`src/hdl/joint_move_interpolator_defines.svh`:
```
// assertion macros used by joint_move_interpolator.sv
`ifndef JOINT_MOVE_INTERPOLATOR_DEFINES_SVH
`define JOINT_MOVE_INTERPOLATOR_DEFINES_SVH

// property checked at every rising clock edge outside reset
`define JMI_ASSERT(name, prop, msg) \
  name: assert property (@(posedge clk) disable iff (rst) (prop)) else $error(msg);

// consequence required in the cycle after the trigger
`define JMI_ASSERT_NEXT(name, trig, cons, msg) \
  name: assert property (@(posedge clk) disable iff (rst) (trig) |=> (cons)) else $error(msg);

`endif

```
`src/hdl/jmi_pkg.sv`:
```
package jmi_pkg;

  // joint count and limits
  localparam int NUM_JOINTS    = 5;
  localparam int MAX_STEPS_DEF = 64;

  // fixed-point constants
  localparam logic [15:0] VMAX_Q       = 16'd48899;
  localparam logic signed [16:0] OFFSET_Q = 17'sd10723;
  localparam logic [31:0] START_LAG_MS = 32'd100;
  localparam logic [9:0]  STEP_RESET   = 10'd80;
  localparam logic [9:0]  MS_PER_S     = 10'd1000;

  // shared divider sizes
  localparam int DIV_W  = 51;
  localparam int QCNT_W = 5;
  localparam int DEN_W  = 43;

  typedef logic signed [15:0] ang_t;

  typedef struct packed {
    logic              start;
    logic [DIV_W-1:0]  num;
    logic [DIV_W-1:0]  dsh;
    logic [QCNT_W-1:0] nbits;
  } div_cmd_t;

  typedef struct packed {
    logic             busy;
    logic             done;
    logic [16:0]      q;
    logic [DIV_W-1:0] rem;
  } div_stat_t;

endpackage

```
`src/hdl/joint_move_interpolator.sv`:
```
// joint move interpolator
// input channel (in_valid/in_ready): one move command carrying five goal
// angles, a speed rate, the current time and five measured angles.
// output channel (out_valid/out_ready): n setpoints per move, 1 <= n <=
// MAX_STEPS, each with five angles, five joint speeds, a time stamp and a
// last flag on the final setpoint.
// cfg_we/cfg_data write the step time in ms; write only while idle.
// the setup for one move runs before the first setpoint is shown: a
// shared restoring divider, one quotient bit per cycle, runs an 8-bit step
// count division, then per joint a 17-bit speed division and a 16-bit
// increment division, plus multiply and compare steps.
// after a setpoint is taken, the next one is built in S_ADV and S_SET.
// in_ready is low from acceptance until the last setpoint is taken.
// when out_ready is low the setpoint holds and the sequencer waits.
// reset clears the plan end time and angles to zero, sets the step time
// to 80 ms and returns to idle.
`include "joint_move_interpolator_defines.svh"

module joint_move_interpolator #(
  parameter int MAX_STEPS = jmi_pkg::MAX_STEPS_DEF
) (
  input  logic               clk,
  input  logic               rst,
  input  logic               cfg_we,
  input  logic [9:0]         cfg_data,
  input  logic               in_valid,
  output logic               in_ready,
  input  logic signed [15:0] goal_a,
  input  logic signed [15:0] goal_b,
  input  logic signed [15:0] goal_c,
  input  logic signed [15:0] goal_d,
  input  logic signed [15:0] goal_e,
  input  logic [16:0]        speed_rate,
  input  logic [31:0]        now_ms,
  input  logic signed [15:0] meas_a,
  input  logic signed [15:0] meas_b,
  input  logic signed [15:0] meas_c,
  input  logic signed [15:0] meas_d,
  input  logic signed [15:0] meas_e,
  output logic               out_valid,
  input  logic               out_ready,
  output logic signed [15:0] set_a,
  output logic signed [15:0] set_b,
  output logic signed [15:0] set_c,
  output logic signed [15:0] set_d,
  output logic signed [15:0] set_e,
  output logic [15:0]        vel_a,
  output logic [15:0]        vel_b,
  output logic [15:0]        vel_c,
  output logic [15:0]        vel_d,
  output logic [15:0]        vel_e,
  output logic [31:0]        stamp_ms,
  output logic               last
);
  import jmi_pkg::*;

  localparam int KW = $clog2(MAX_STEPS + 1);
  localparam int QB = KW + 1;
  localparam int JW = (NUM_JOINTS > 1) ? $clog2(NUM_JOINTS) : 1;

  typedef enum logic [3:0] {
    S_IDLE, S_PREP, S_MAX, S_MUL, S_NDIV, S_NWAIT, S_VMUL, S_VDIV,
    S_VWAIT, S_IDIV, S_IWAIT, S_ADV, S_SET, S_OUT
  } state_t;

  state_t state;

  logic [9:0]         step_ms;
  logic [31:0]        planned_until;
  ang_t               planned [NUM_JOINTS];
  ang_t               goal_q  [NUM_JOINTS];
  ang_t               start_q [NUM_JOINTS];
  logic               neg     [NUM_JOINTS];
  logic [15:0]        mag     [NUM_JOINTS];
  logic [15:0]        vel     [NUM_JOINTS];
  logic [15:0]        q0      [NUM_JOINTS];
  logic [KW-1:0]      r0      [NUM_JOINTS];
  logic [15:0]        qa      [NUM_JOINTS];
  logic [KW:0]        ra      [NUM_JOINTS];
  ang_t               set_r   [NUM_JOINTS];
  logic [32:0]        kr;
  logic [15:0]        maxd;
  logic [DEN_W-1:0]   den;
  logic [25:0]        numn;
  logic [48:0]        prod;
  logic [KW-1:0]      n_steps;
  logic [KW-1:0]      k;
  logic [JW-1:0]      j;
  logic [31:0]        stamp;

  ang_t goal_in [NUM_JOINTS];
  ang_t meas_in [NUM_JOINTS];

  div_cmd_t  cmd;
  div_stat_t stat;
  logic [QB-1:0] q_n;

  assign goal_in = '{goal_a, goal_b, goal_c, goal_d, goal_e};
  assign meas_in = '{meas_a, meas_b, meas_c, meas_d, meas_e};
  assign q_n     = stat.q[QB-1:0];

  // shared divider
  jmi_div u_div (
    .clk  (clk),
    .rst  (rst),
    .cmd  (cmd),
    .stat (stat)
  );

  // divider command per sequencer step
  always_comb begin
    cmd = '0;
    case (state)
      S_NDIV: begin
        cmd.start = 1'b1;
        cmd.num   = DIV_W'({numn, 16'b0});
        cmd.dsh   = DIV_W'(den) << (QB - 1);
        cmd.nbits = QCNT_W'(QB);
      end
      S_VDIV: begin
        cmd.start = 1'b1;
        cmd.num   = DIV_W'(prod[48:16]);
        cmd.dsh   = DIV_W'(maxd) << 16;
        cmd.nbits = QCNT_W'(17);
      end
      S_IDIV: begin
        cmd.start = 1'b1;
        cmd.num   = DIV_W'(mag[j]);
        cmd.dsh   = DIV_W'(n_steps) << 15;
        cmd.nbits = QCNT_W'(16);
      end
      default: cmd = '0;
    endcase
  end

  // configuration register
  always_ff @(posedge clk) begin
    if (rst) begin
      step_ms <= STEP_RESET;
    end else if (cfg_we) begin
      step_ms <= cfg_data;
    end
  end

  // sequencer and datapath registers
  always_ff @(posedge clk) begin
    if (rst) begin
      state         <= S_IDLE;
      planned_until <= '0;
      for (int i = 0; i < NUM_JOINTS; i++) planned[i] <= '0;
    end else begin
      case (state)
        S_IDLE: begin
          if (in_valid) begin
            for (int i = 0; i < NUM_JOINTS; i++) begin
              logic signed [16:0] gs;
              gs = 17'(goal_in[i]) + OFFSET_Q;
              if (gs > 17'sd32767)       goal_q[i] <= 16'sh7FFF;
              else if (gs < -17'sd32768) goal_q[i] <= 16'sh8000;
              else                       goal_q[i] <= gs[15:0];
              start_q[i] <= (planned_until > now_ms) ? planned[i] : meas_in[i];
            end
            stamp <= (planned_until > now_ms) ? planned_until : now_ms + START_LAG_MS;
            kr    <= 33'(VMAX_Q) * 33'(speed_rate);
            state <= S_PREP;
          end
        end
        S_PREP: begin
          for (int i = 0; i < NUM_JOINTS; i++) begin
            logic signed [16:0] d;
            d = 17'(goal_q[i]) - 17'(start_q[i]);
            neg[i] <= d[16];
            mag[i] <= d[16] ? 16'(-d) : d[15:0];
          end
          maxd  <= '0;
          j     <= '0;
          state <= S_MAX;
        end
        S_MAX: begin
          if (mag[j] > maxd) maxd <= mag[j];
          if (j == JW'(NUM_JOINTS - 1)) state <= S_MUL;
          else j <= j + JW'(1);
        end
        S_MUL: begin
          den   <= DEN_W'(kr) * DEN_W'(step_ms);
          numn  <= 26'(maxd) * 26'(MS_PER_S);
          j     <= '0;
          state <= S_NDIV;
        end
        S_NDIV: state <= S_NWAIT;
        S_NWAIT: begin
          if (stat.done) begin
            if (den == '0 || stat.rem >= DIV_W'(den) || q_n > QB'(MAX_STEPS))
              n_steps <= KW'(MAX_STEPS);
            else if (q_n == '0)
              n_steps <= KW'(1);
            else
              n_steps <= q_n[KW-1:0];
            state <= S_VMUL;
          end
        end
        S_VMUL: begin
          prod <= 49'(kr) * 49'(mag[j]);
          if (maxd == '0) begin
            vel[j] <= '0;
            state  <= S_IDIV;
          end else begin
            state  <= S_VDIV;
          end
        end
        S_VDIV: state <= S_VWAIT;
        S_VWAIT: begin
          if (stat.done) begin
            vel[j] <= stat.q[16] ? 16'hFFFF : stat.q[15:0];
            state  <= S_IDIV;
          end
        end
        S_IDIV: state <= S_IWAIT;
        S_IWAIT: begin
          if (stat.done) begin
            q0[j] <= stat.q[15:0];
            r0[j] <= stat.rem[KW-1:0];
            if (j == JW'(NUM_JOINTS - 1)) begin
              for (int i = 0; i < NUM_JOINTS; i++) begin
                qa[i] <= '0;
                ra[i] <= '0;
              end
              k     <= KW'(1);
              state <= S_ADV;
            end else begin
              j     <= j + JW'(1);
              state <= S_VMUL;
            end
          end
        end
        S_ADV: begin
          // running quotient and remainder of |d| * k / n
          for (int i = 0; i < NUM_JOINTS; i++) begin
            logic [KW:0] rs;
            rs = ra[i] + (KW+1)'(r0[i]);
            if (rs >= (KW+1)'(n_steps)) begin
              ra[i] <= rs - (KW+1)'(n_steps);
              qa[i] <= qa[i] + q0[i] + 16'd1;
            end else begin
              ra[i] <= rs;
              qa[i] <= qa[i] + q0[i];
            end
          end
          stamp <= stamp + 32'(step_ms);
          state <= S_SET;
        end
        S_SET: begin
          for (int i = 0; i < NUM_JOINTS; i++)
            set_r[i] <= neg[i] ? start_q[i] - ang_t'(qa[i]) : start_q[i] + ang_t'(qa[i]);
          state <= S_OUT;
        end
        S_OUT: begin
          if (out_ready) begin
            if (k == n_steps) begin
              planned_until <= stamp;
              for (int i = 0; i < NUM_JOINTS; i++) planned[i] <= set_r[i];
              state <= S_IDLE;
            end else begin
              k     <= k + KW'(1);
              state <= S_ADV;
            end
          end
        end
        default: state <= S_IDLE;
      endcase
    end
  end

  // output ports
  assign in_ready  = (state == S_IDLE);
  assign out_valid = (state == S_OUT);
  assign last      = (k == n_steps);
  assign stamp_ms  = stamp;
  assign set_a = set_r[0];
  assign set_b = set_r[1];
  assign set_c = set_r[2];
  assign set_d = set_r[3];
  assign set_e = set_r[4];
  assign vel_a = vel[0];
  assign vel_b = vel[1];
  assign vel_c = vel[2];
  assign vel_d = vel[3];
  assign vel_e = vel[4];

  // checks
  `JMI_ASSERT(a_no_overlap, !(in_ready && out_valid), "input taken while setpoints pending")
  `JMI_ASSERT(a_n_range, out_valid |-> (n_steps != '0 && n_steps <= KW'(MAX_STEPS)), "step count out of range")
  `JMI_ASSERT(a_k_range, out_valid |-> (k != '0 && k <= n_steps), "step index beyond step count")
  `JMI_ASSERT_NEXT(a_last_idle, out_valid && out_ready && last, in_ready, "not idle after final item")
  `JMI_ASSERT_NEXT(a_div_start, cmd.start, stat.busy, "divider did not start")

endmodule

```
`src/hdl/jmi_div.sv`:
```
module jmi_div (
  input  logic               clk,
  input  logic               rst,
  input  jmi_pkg::div_cmd_t  cmd,
  output jmi_pkg::div_stat_t stat
);
  import jmi_pkg::*;

  logic [DIV_W-1:0]  rem;
  logic [DIV_W-1:0]  dsh;
  logic [16:0]       q;
  logic [QCNT_W-1:0] cnt;
  logic              busy;
  logic              done;

  // control: busy while bits remain, done pulses after the last bit
  always_ff @(posedge clk) begin
    if (rst) begin
      busy <= 1'b0;
      done <= 1'b0;
    end else begin
      done <= 1'b0;
      if (cmd.start && !busy) begin
        busy <= 1'b1;
      end else if (busy && cnt == QCNT_W'(1)) begin
        busy <= 1'b0;
        done <= 1'b1;
      end
    end
  end

  // one restoring compare-subtract per cycle
  always_ff @(posedge clk) begin
    if (cmd.start && !busy) begin
      rem <= cmd.num;
      dsh <= cmd.dsh;
      q   <= '0;
      cnt <= cmd.nbits;
    end else if (busy) begin
      if (rem >= dsh) begin
        rem <= rem - dsh;
        q   <= {q[15:0], 1'b1};
      end else begin
        q   <= {q[15:0], 1'b0};
      end
      dsh <= dsh >> 1;
      cnt <= cnt - QCNT_W'(1);
    end
  end

  assign stat.busy = busy;
  assign stat.done = done;
  assign stat.q    = q;
  assign stat.rem  = rem;

endmodule

```
`config.mk`:
```
export PLATFORM = sky130hd
export DESIGN_NAME = joint_move_interpolator
export DESIGN_NICKNAME = d
export VERILOG_FILES = /design/src/hdl/jmi_pkg.sv /design/src/hdl/joint_move_interpolator.sv /design/src/hdl/jmi_div.sv
export VERILOG_INCLUDE_DIRS = /design/src /design/src/hdl
export SDC_FILE = /design/constraint.sdc
export NUM_CORES = 2
export LEC_CHECK = 0
export BUFFER_PORTS_ARGS = -buffer_cell sky130_fd_sc_hd__buf_2
export CORE_MARGIN = 2
export CORE_UTILIZATION = 62
export CTS_BUF_LIST = sky130_fd_sc_hd__clkbuf_16
export DETAILED_ROUTE_END_ITERATION = 12
export PLACE_DENSITY = 0.83
export SYNTH_ARGS = -nofsm -noshare
export SYNTH_HDL_FRONTEND = slang
export SYNTH_SLANG_ARGS = --single-unit
```
`constraint.sdc`:
```
create_clock -name clk -period 26.6 [get_ports clk]
set_input_delay 1.33 -clock clk [delete_from_list [all_inputs] [get_ports clk]]
set_output_delay 1.33 -clock clk [all_outputs]
set_load 0.005 [all_outputs]
```
======== Word level (Yosys, flattened, before mapping) ========
Memory sizes are Yosys's and may differ from the RTL's. A register that Yosys moved wholly into a read port is not among the register bits.
Index checks and enable logic that the tools add are counted.
storage, ports and cells
  bits in registers ....................... 385
  RAM bits ................................ 720
  input bits .............................. 224
  output and inout bits ................... 195
  logic and storage cells ................. 444
  memories ................................ 11
memory list
  memory           words  width  read ports  clocked after Yosys merged registers in  write ports  RTL line                       RTL
  goal_q           5      16     5           0                                        5            joint_move_interpolator.sv:71  ang_t goal_q [NUM_JOINTS];
  mag              5      16     1           1                                        5            joint_move_interpolator.sv:74  logic [15:0] mag [NUM_JOINTS];
  planned          5      16     5           0                                        5            joint_move_interpolator.sv:70  ang_t planned [NUM_JOINTS];
  q0               5      16     5           0                                        1            joint_move_interpolator.sv:76  logic [15:0] q0 [NUM_JOINTS];
  qa               5      16     5           0                                        5            joint_move_interpolator.sv:78  logic [15:0] qa [NUM_JOINTS];
  set_r            5      16     5           0                                        5            joint_move_interpolator.sv:80  ang_t set_r [NUM_JOINTS];
  5 more memories  --     --     --          --                                       --           --
cells by class
  add/sub/neg operators ................... 51
  multipliers ............................. 4
  $lt $le $gt $ge ......................... 20
  equal/unequal tests ..................... 25
  multiplexer cells ....................... 247
  bitwise logic cells ..................... 37
  reduce and logical (&&, ||, !) cells .... 30
operator list
  cell                                                   count
  2-to-1 mux 16 bit                                      43
  one-hot mux 108 bit (3 select lines)                   1
  2-to-1 mux 51 bit                                      5
  2-to-1 mux 1 bit                                       162
  adder 16 bit                                           10
  adder 16 x 15 -> 17 bit (second input constant)        5
  > comparator 17 x 16 -> 1 bit (second input constant)  5
  < comparator 17 x 16 -> 1 bit (second input constant)  5
  subtractor 16 x 16 -> 17 bit                           5
  adder 16 x 1 -> 16 bit (second input constant)         5
  2-to-1 mux 8 bit                                       10
  negator 16 bit                                         5
  subtractor 16 bit                                      5
  2-to-1 mux 32 bit                                      2
  one-hot mux 32 bit (2 select lines)                    1
  one-hot mux 4 bit (14 select lines)                    1
  >= comparator 51 x 43 -> 1 bit                         1
  >= comparator 51 bit                                   1
  subtractor 51 bit                                      1
  multiplier 33 x 16 -> 49 bit                           1
  zero test 43 bit                                       1
  multiplier 33 x 10 -> 43 bit                           1
  adder 8 x 7 -> 8 bit                                   5
  >= comparator 8 x 7 -> 1 bit                           5
  41 further kinds                                       128

======== Depth between registers and ports, before layout ========
  depth in word-level cells ............... 10
  gate-level depth with buffers ........... 30

======== Modules after synthesis ========
From an unflattened synthesis, not the netlist that was laid out.
second synthesis, totals
  cells, all modules ...................... 10,002
  area, all modules ....................... 99,541.7 um^2
by module, submodules not included
  module                   instances  cells each  area an instance (um^2)  sequential area each (um^2)
  joint_move_interpolator  1          9,007       90,890.9                 28,517.4
  jmi_div                  1          995         8,650.8                  3,593.4

======== Worst setup path before layout ========
No wires, ideal clock.
  kind .................................... input -> register
  from .................................... in rst
  to ...................................... mem set_r[0][0] (netlist bit) (enable)
  data arrival time ....................... 9,332 ps
  required time ........................... 25,885 ps
  path slack .............................. 16,553 ps
  stages .................................. 3
  cell sequence ........................... clkbuf_1 buf_1 nor4_1
RTL lines
  what             RTL line                       RTL
  start, declared  joint_move_interpolator.sv:23  input logic rst,
  end, declared    joint_move_interpolator.sv:80

==> impl_metrics.csv <==
group,metric,value,unit
synthesis,synth_area_per_cell,10.11,sq um
die,coreArea,0.1580,sq mm
placed_design,gp_congestion,0.9716,
clock_tree,clock_latency,0.80,ns
drt,detail_route.wl_per_cell,22.79,um
sta,worst_pin_slew,1.293,ns
synthesis,synth_top_family_by_area,"adder cells",
drt,drt_iter0_markers,7713,
clock_tree,ctsResizeCount,0,
synthesis,synth.area.mux_share,2.274,%
sta,rsz0062_at_grt,"no",
sta,fmax,115.4,MHz
sta,holdWs,0.4726,ns
synthesis,syn_inst,9741,
synthesis,synth_edf_count,1023,
finish,layout_common_cells,"inv_1 (1249), edfxtp_1 (1023), nand2_1 (976)",
synthesis,syn_area,0.09851,sq mm
finish,area_growth,8.533,%
synthesis,synth-xor-area-share,6.353,%
synthesis,async_flop_share,0,%
synthesis,syn-num-nets,11680,
hold_path,hold_path_class,"reg2reg",
global_route,grt_overflow,0,
sta,setup_violations,0,
clock_tree,htreeDepth,3,
clock_tree,clockRootBuffer,"clkbuf_16",
synthesis,synth-main-ff-cell,"edfxtp_1",
finish,nets,12010,
sta,fin_tns_setup,0,ns
synthesis,synth-compound-area-share,10.26,%
sta,fin_crit,8.668,ns
placed_design,dp_hpwl,211300,um
finish,seq_area,0.03208,sq mm
placed_design,dp_cells,12030,
sta,fin_worst_skew,0.09767,ns
clock_tree,cts_tree,"yes",
synthesis,synth-seq-cells,1091,
finish,fillers,11830,
clock_tree,cts_setup_buffers,0,
clock_tree,cts_sinks,1091,
drt,wl,279300,um
sta,relSlewSlack,13.79,%
drt,antenna_left,0,
global_route,antenna_found_initial,37,
die,die-width,402.6,um
drt,vias,75700,
synthesis,yosysUniqueCellTypes,94,
worst_setup_path,cp-start-kind,"flip-flop",
die,dieArea,0.1621,sq mm
worst_setup_path,cp-end-kind,"flip-flop",
global_route,grt_pass1_vias,77070,
synthesis,yosysSeqAreaShare,32.57,%
drt,first_pass_iters,6,
worst_setup_path,crit_fanout,28,
clock_tree,ctsLongestPathBuffers,3,
clock_tree,cts_buffers,117,
finish,stdcell_count,12260,
worst_setup_path,arrival,9.17,ns
sta,post-route-period-util,32.59,%
status,status,"completed",
die,initial_utilization,62.34,%
die,die_h,402.6,um
finish,multi_input_area,0.06079,sq mm
clock_tree,cts_hold_buf,0,
global_route,grt_max_degree,82,
finish,final_common_cell,"inv_1",
sta,hold_viol,0,
synthesis,ys_warn_count,0,
synthesis,synth_fa_ha_area_share,28.25,%
worst_setup_path,cp.required,27.10,ns
global_route,grt_use_total,34.38,%
placed_design,port_buffers,418,
die,rows,146,
die,num_io_pins,419,
worst_setup_path,worstSetupPathType,"reg2reg",
synthesis,synthSimpleGateAreaFrac,14.40,%
finish,final_layout_size_suffix_gt1_share,8.994,%
clock_tree,clkTransAtPathRegs,0.06,ns
global_route,grt_pass1_wl,432700,um
sta,drv_slew,0,
drt,vias_per_cell,6.175,
job,cap_violations,0,
drt,drcViolationCount,0,
worst max-delay path, cell delays in order (launching register included):
cell     delay, ns
dfxtp_1       0.99
mux4_2        0.62
nand2_1       0.08
and2_1        0.13
buf_4         0.41
nor2b_1       0.13
fa_1          0.53
inv_1         0.05
fa_1          0.46
fa_1          0.51
inv_1         0.06
fa_1          0.49
fa_1          0.49
inv_1         0.05
fa_1          0.47
inv_1         0.04
ha_1          0.32
a21oi_1       0.14
o21ai_0       0.17
o41ai_1       0.64
nor3_1        0.14
a21oi_1       0.41
a21bo_2       0.28
o21ai_0       0.24
a21o_1        0.28
a31oi_1       0.20
xnor2_1       0.09
worst paths after layout:
kind,end,start,slack [ns],depth (start not counted)
worst min-delay path,planned_until[0],planned_until[0],0.47,2
worst max-delay path,prod[41],flip-flop,17.93,26
worst max register to register,prod[41],flip-flop,17.93,26
worst min register to register,planned_until[0],planned_until[0],0.47,2
per-stage QoR:
stage	cell area [sq um]	setup slack, ns	utilization [%]
floorplan	98510	16.55	-
global placement	103000	18.08	65.17
detailed placement	103000	18.00	65.17
CTS	106900	18.01	67.64
global route	106900	17.41	67.65
finish	106900	17.93	67.66
cell families (layout without fill, tap and decap cells):
kind of cell	count (synthesis)	count (layout)
AO/OA/AOI/OAI	1570	1570
XOR/XNOR	713	713
adder cells (fa/ha/maj)	1715	1715
buffers and inverters	1545	1978
flip-flops	1091	1091
multiplexers	193	193
other	0	12
AND/OR/NAND/NOR	2914	2914
final cells by class:
cell class / count / share of cell area (%)
tap: 2072 / 2.425
sequential: 1091 / 30.01
clock buffer: 121 / 2.832
timing repair buffer: 521 / 2.680
multi-input combinational: 7105 / 56.86
antenna: 12 / 0.02809
clock inverter: 100 / 0.8251
inverter: 1236 / 4.341
synthesized netlist by cell type (30+ instances only):
cell type	count	area, sq um
a31oi_1	48	300.3
o211ai_1	40	300.3
o21ai_0	327	1637
and3_1	58	362.9
nand3_1	145	725.7
fa_1	848	16980
mux2i_1	91	910.9
a21oi_1	472	2362
mux2_2	86	968.4
xnor2_1	506	4432
xor2_1	206	1804
dfxtp_1	68	1361
nor2b_1	115	719.4
nand2_1	976	3664
a21o_1	181	1359
o21bai_1	65	488.0
or3_1	45	281.5
inv_1	1230	4617
nand4_1	66	412.9
ha_1	867	10850
clkbuf_1	291	1092
nor4_1	49	306.5
and2_1	451	2821
o21a_1	53	397.9
nand2b_1	86	538.0
nor3_1	178	890.9
edfxtp_1	1023	30720
a22oi_1	30	225.2
a211oi_1	63	473.0
nor2_1	593	2226
sequential cells by signal (all words and copies together) (netlist names), 43 cells and up, named ones only:
register / cells
u_div.dsh: 50
goal_q: 80
den: 43
qa: 80
set_r: 80
q0: 80
planned: 80
u_div.rem: 51
mag: 80
vel: 80
start_q: 80
metal layers:
metal	up-vias	wire length [um]	track usage, %
met3	749	31650	8.291
met4	46	12090	13.24
li1	33820	-	-
met2	4006	125600	53.96
met1	37070	109700	46.36
met5	-	308	0
Power is left out: the tool's default activity adds up to more than one toggle a clock period on the data nets, which glitch-free logic cannot reach.
